--- config.mk ---
export PLATFORM = sky130hd
export DESIGN_NAME = iir_lp5_ff
export DESIGN_NICKNAME = d
export VERILOG_FILES = /design/src/rtl/iir_lowpass_order5_defines.svh /design/src/rtl/iir_lp5_pkg.sv /design/src/rtl/iir_lp5_ff.sv
export SDC_FILE = /design/constraint.sdc
export NUM_CORES = 1
export LEC_CHECK = 0
export ABC_CLOCK_PERIOD_IN_PS = 14030
export BUFFER_PORTS_ARGS = -buffer_cell sky130_fd_sc_hd__buf_4
export CORE_UTILIZATION = 60
export DETAILED_ROUTE_END_ITERATION = 8
export GPL_TIMING_DRIVEN = 0
export PLACE_DENSITY = 0.78
export SLEW_MARGIN = 5
export SYNTH_ARGS = -nofsm -noshare
export SYNTH_HDL_FRONTEND = slang
export SYNTH_SLANG_ARGS = --single-unit
--- constraint.sdc ---
create_clock -name vclk -period 14.03
set_clock_uncertainty 0.2 [all_clocks]
set_input_delay 0 -clock vclk [all_inputs]
set_output_delay 0 -clock vclk [all_outputs]
set_load 0.1 [all_outputs]
--- src/rtl/iir_lowpass_order5_defines.svh ---
// ----------------------------------------------------------------------------
// iir_lowpass_order5 assertion macros
// concurrent assertion wrappers, empty bodies under synthesis
// ----------------------------------------------------------------------------
`ifndef IIR_LOWPASS_ORDER5_DEFINES_SVH
`define IIR_LOWPASS_ORDER5_DEFINES_SVH

`ifndef SYNTHESIS
`define IIR_LP5_ASSERT(label, clk, rst_n, prop) \
    label: assert property (@(posedge clk) disable iff (!rst_n) prop) \
        else $error("iir_lp5 assertion failed");
`define IIR_LP5_ASSERT_NEVER(label, clk, rst_n, cond) \
    label: assert property (@(posedge clk) disable iff (!rst_n) !(cond)) \
        else $error("iir_lp5 forbidden condition");
`else
`define IIR_LP5_ASSERT(label, clk, rst_n, prop)
`define IIR_LP5_ASSERT_NEVER(label, clk, rst_n, cond)
`endif

`endif

--- src/rtl/iir_lp5_pkg.sv ---
// ----------------------------------------------------------------------------
// iir_lp5_pkg
// shared widths, types and fixed-point constants of the order-5 low-pass filter
// ----------------------------------------------------------------------------
package iir_lp5_pkg;

    localparam int SAMPLE_WIDTH_DEF = 16;
    localparam int HIST_FRAC_DEF    = 24;

    localparam int TAPS       = 5;
    localparam int HIST_W     = 48;
    localparam int OUT_W      = 32;
    localparam int SPLIT_BITS = 24;
    localparam int COEF_W     = 32;
    localparam int COEF_FRAC  = 28;
    localparam int GAIN_W     = 29;
    localparam int GAIN_FRAC  = 40;

    // feedback accumulator and result widths
    localparam int FB_ACC_W = 60;
    localparam int FB_W     = 61;

    // feedforward result grows by this many bits over the sample width
    localparam int FF_GROW = 6 + GAIN_W;

    typedef logic signed [HIST_W-1:0] hist_t;
    typedef logic signed [COEF_W-1:0] coef_t;

    // inverse gain, unsigned q0.40 held as a positive signed value
    localparam logic signed [GAIN_W-1:0] INV_GAIN = 29'sd65746156;

    // feedback coefficients q4.28, newest output first
    localparam coef_t FB_COEF [TAPS] = '{
        32'sd1069592649,
        -32'sd1727346482,
        32'sd1410256584,
        -32'sd581198440,
        32'sd96617503
    };

endpackage

--- src/rtl/iir_lp5_ff.sv ---
// ----------------------------------------------------------------------------
// iir_lp5_ff
// binomial feedforward sum of the input history scaled by the inverse gain
// ----------------------------------------------------------------------------
module iir_lp5_ff #(
    parameter int SAMPLE_WIDTH      = iir_lp5_pkg::SAMPLE_WIDTH_DEF,
    parameter int HISTORY_FRAC_BITS = iir_lp5_pkg::HIST_FRAC_DEF
) (
    input  logic signed [SAMPLE_WIDTH-1:0]                        x_new,
    input  logic signed [SAMPLE_WIDTH-1:0]                        x_hist [iir_lp5_pkg::TAPS],
    output logic signed [SAMPLE_WIDTH+iir_lp5_pkg::FF_GROW-1:0]   ff
);

    localparam int SUM_W  = SAMPLE_WIDTH + 6;
    localparam int PROD_W = SAMPLE_WIDTH + iir_lp5_pkg::FF_GROW;
    localparam int SHIFT  = iir_lp5_pkg::GAIN_FRAC - HISTORY_FRAC_BITS;
    localparam logic signed [PROD_W-1:0] FF_HALF = PROD_W'(1) << (SHIFT - 1);

    logic signed [SUM_W-1:0]  x_e;
    logic signed [SUM_W-1:0]  h0;
    logic signed [SUM_W-1:0]  h1;
    logic signed [SUM_W-1:0]  h2;
    logic signed [SUM_W-1:0]  h3;
    logic signed [SUM_W-1:0]  h4;
    logic signed [SUM_W-1:0]  pair5;
    logic signed [SUM_W-1:0]  pair10;
    logic signed [SUM_W-1:0]  ffsum;
    logic signed [PROD_W-1:0] prod;
    logic signed [PROD_W-1:0] rnd;

    assign x_e = SUM_W'(x_new);
    assign h0  = SUM_W'(x_hist[0]);
    assign h1  = SUM_W'(x_hist[1]);
    assign h2  = SUM_W'(x_hist[2]);
    assign h3  = SUM_W'(x_hist[3]);
    assign h4  = SUM_W'(x_hist[4]);

    assign pair5  = h0 + h3;
    assign pair10 = h1 + h2;

    // times 5 and times 10 as shift and add
    assign ffsum = (x_e + h4) + ((pair5 <<< 2) + pair5) + ((pair10 <<< 3) + (pair10 <<< 1));

    assign prod = ffsum * iir_lp5_pkg::INV_GAIN;
    assign rnd  = prod + FF_HALF;
    assign ff   = rnd >>> SHIFT;

endmodule

Word level (Yosys, flattened, before mapping)
Index checks and enable logic that the tools add are counted.
{ "op_classes": {"addsub": 8, "mul": 1} }
{ "op_table": {"columns": ["cell", "count"], "rows": [
  ["$add A16 B16 Y17", 3],
  ["$add A51 B17 Y51 const B", 1],
  ["$mul A22 B25 Y47 const B", 1],
  ["$add A21 B21 Y22", 1],
  ["$add A17 B20 Y21", 1],
  ["$add A20 B18 Y21", 1],
  ["$add A19 B17 Y20", 1]
]} }
{ "totals": {"regBits": 0, "input_bits": 96, "out_inout_bits": 51, "wordCells": 9} }

Longest topological paths before layout
{ "depth": {"depth_word": 6, "ltp_mapped": 57, "ltp_nobuf": 54} }

Worst setup path after synthesis
No wires, ideal clock.
{ "synth_path": {"kind": "input -> output", "start": "input port x_hist[16] in the netlist's numbering", "end": "output port ff[33] in the netlist's numbering", "t_arrival_ns": 13.984, "required_ns": 13.830, "path_slack_ns": -0.154, "cell_stages": 50, "path_cell_list": "ha_1 inv_1 fa_1 nor2b_1 o21ai_0 a21boi_0 o21ai_0 a21boi_0 o21ai_0 a21boi_0 o21ai_0 a21oi_1 a2111oi_0 or3_1 fa_1 inv_1 fa_1 inv_1 (+14 left out) fa_1 fa_1 fa_1 fa_1 fa_1 inv_1 ha_1 clkbuf_1 and3_1 a31o_1 a31o_1 o2111ai_1 a21boi_0 o21ai_0 a21oi_1 xor2_1 xnor2_1 a21boi_0"} }
{ "synth_via": {"elab_chain_cells": 6} }
{ "synth_lines": {"columns": ["item", "line", "text"], "rows": [
  ["start, declared", "iir_lp5_ff.sv:10", "input logic signed [SAMPLE_WIDTH-1:0] x_hist [iir_lp5_pkg::TAPS],"],
  ["$add A16 B16 Y17", "iir_lp5_ff.sv:38", "assign pair5 = h0 + h3;"],
  ["$add A19 B17 Y20", "iir_lp5_ff.sv:42", "assign ffsum = (x_e + h4) + ((pair5 <<< 2) + pair5) + ((pair10 <<< 3) + (pair10 <<< 1));"],
  ["$add A17 B20 Y21", "iir_lp5_ff.sv:42", null],
  ["$add A21 B21 Y22", "iir_lp5_ff.sv:42", null],
  ["$mul A22 B25 Y47", "iir_lp5_ff.sv:44", "assign prod = ffsum * iir_lp5_pkg::INV_GAIN;"],
  ["$add A51 B17 Y51", "iir_lp5_ff.sv:45", "assign rnd = prod + FF_HALF;"],
  ["end, declared", "iir_lp5_ff.sv:11", "output logic signed [SAMPLE_WIDTH+iir_lp5_pkg::FF_GROW-1:0] ff"]
]} }
Every way passes these cells.

Final worst setup path
{ "layout_path": {"start": "input port x_hist[16] in the netlist's numbering", "end": "output port ff[45] in the netlist's numbering"} }
The elaborated chain is that of the path after synthesis.

==> impl_metrics.toml <==
[layout]
drive_gt1_share_pct = 14.6
clkbuf_count = 0
seq_area_um2 = 0
finalInstanceArea_um2 = 17900
mostFrequentLayoutCell = "inv_1"
syn2layout_area_growth_pct = 11.8
num_antenna_cells = 0
finish.utilization_pct = 68.5
nNetsFinal = 2632
seq_cells = 0
layout_common_cells = "inv_1 (545), fa_1 (299), ha_1 (276), buf_4 (173), nand2_1 (65)"

[route]
vias = 12400
drc = 4
drt_first_pass_iters = 7
drtIter0Drc = 599
routed_wl_um = 38800
vias_per_cell = 5.42
wl_per_cell_um = 17.0
ant_nets = 0

[synth]
synthesis.area_um2 = 16000
ys_top_cells_by_area = "fa_1 (38%), ha_1 (22%), inv_1 (13%)"
synth_top_area_cell = "fa_1"
ys_warn_count = 0
syn_nets = 2478
synth_seq_area_share_pct = 0
synth_cell_types = 83
synth_top_area_share_pct = 37.6
synth.avg_cell_area_um2 = 8.91
syn_inst = 1798

[timing]
fin_crit_sh_pct = 95.9
hold_viol = 0
finalCriticalPeriod_ns = 13.45
worst_pin_slew_ns = 0.907
setup_viol = 0
finalSetupTns_ns = 0
setup_ws_ns = 0.577
slew_headroom_pct = 39.3
maxSlewViolCount = 0
fmax_mhz = 74.3

[clocking]
hold_buffers = 0

[die]
rows = 59
die_w_um = 165
io_pins = 147
coreArea_um2 = 26100
initial_core_util_pct = 61.3
chipHeight_um = 165
die_area_um2 = 27300

[global_route]
grtUsageTotal_pct = 29.0
grt_pass1_vias = 12400
grt_start_max_net_pins = 18
grt_pass1_wl_um = 61200
antenna_found_initial = 0
grt-ovfl-total = 0

[worst_hold_path]
hp-class = "in2out"

[setup_path]
worstSetupPathType = "in2out"
crit_slowest_cell = "fa_1"
cpPeakStageDelay_ns = 0.55
crit_arrival_ns = 13.25
crit_required_ns = 13.83
cpMostUsedCell = "fa_1"
startpoint_type = "input port"
worstPathMaxFanout = 17
endpoint_kind = "output pin"

[placed_design]
post-place-ws_ns = -1.03
dpl-instance-area_um2 = 17500
hpwl_um = 35800
gp_congestion = 0.965
io_buffers = 147

[outcome]
status = "complete, but fails checks"
violations = "design-rule violations"

[run]
maxCapViolations = 0
## layout make-up
cell class / count / area (um^2)
multi-input cells: 1210 / 14000
plain buffers: 37 / 224
well taps: 335 / 419
inverters: 547 / 2050
repair buffers: 156 / 1170
fillers: 2189 / 8230
## cell usage after synthesis (all sizes together), types with 4 or more instances
library cell / instances
o211ai: 8
nand4: 21
a21oi: 66
nand4b: 5
buf: 27
nand3: 24
a21boi: 8
nor3: 25
nor2: 51
nor4: 4
ha: 283
and3: 7
nand2: 65
clkbuf: 14
a211oi: 13
a31o: 4
o21bai: 16
nand2b: 11
o21ai: 46
o21a: 12
or3: 8
or2: 13
nor2b: 8
xnor2: 71
a211o: 4
xor2: 35
o2111ai: 5
mux2i: 4
and2: 10
o31ai: 4
a21o: 26
a31oi: 9
inv: 547
fa: 301
## kinds of logic after synthesis
family	share of synthesized area, %
adder cells (fa/ha/maj)	59.7
AO/OA/AOI/OAI	10.8
XOR/XNOR	5.80
multiplexers	0.320
buffers and inverters	14.3
AND/OR/NAND/NOR	9.02
## metrics by stage
step | hold slack [ns] | cells
finish | 1.49 | 2285
global route | 1.61 | 2285
CTS | 1.43 | 2281
detailed placement | 1.46 | 2280
global placement | 1.44 | 2280
floorplan | 1.17 | 1798
## critical path: cells and delay by family
family	cells	cell delay, ns
simple gates	10	2.33
fa+ha+maj	14	6.17
xor+xnor	1	0.27
buf+inv	13	1.17
compound gates	18	3.25
## what timing repair did
item                                    in CTS  in global routing
resized for setup                           16                 57
setup buffers                                3                  6
cloned                                       0                  0
endpoints found under the setup margin      32                 37
pin swaps                                    4                 17
## per-layer routing
layer  global-route usage, %  up-vias  wire (um)
met5                       0        -          0
met2                    51.8      274      19700
met3                    1.32       32       1540
met1                    39.9     6156      17000
met4                    3.76        0        510
li1                        -     5912          -
## final timing paths
kind	from	to	cells past startpoint
hold / removal	x_hist[15]	ff[32]	11
setup / recovery	x_hist[16]	ff[45]	56
Power is left out: the tool's default activity adds up to more than one toggle a clock period on the data nets, which glitch-free logic cannot reach.
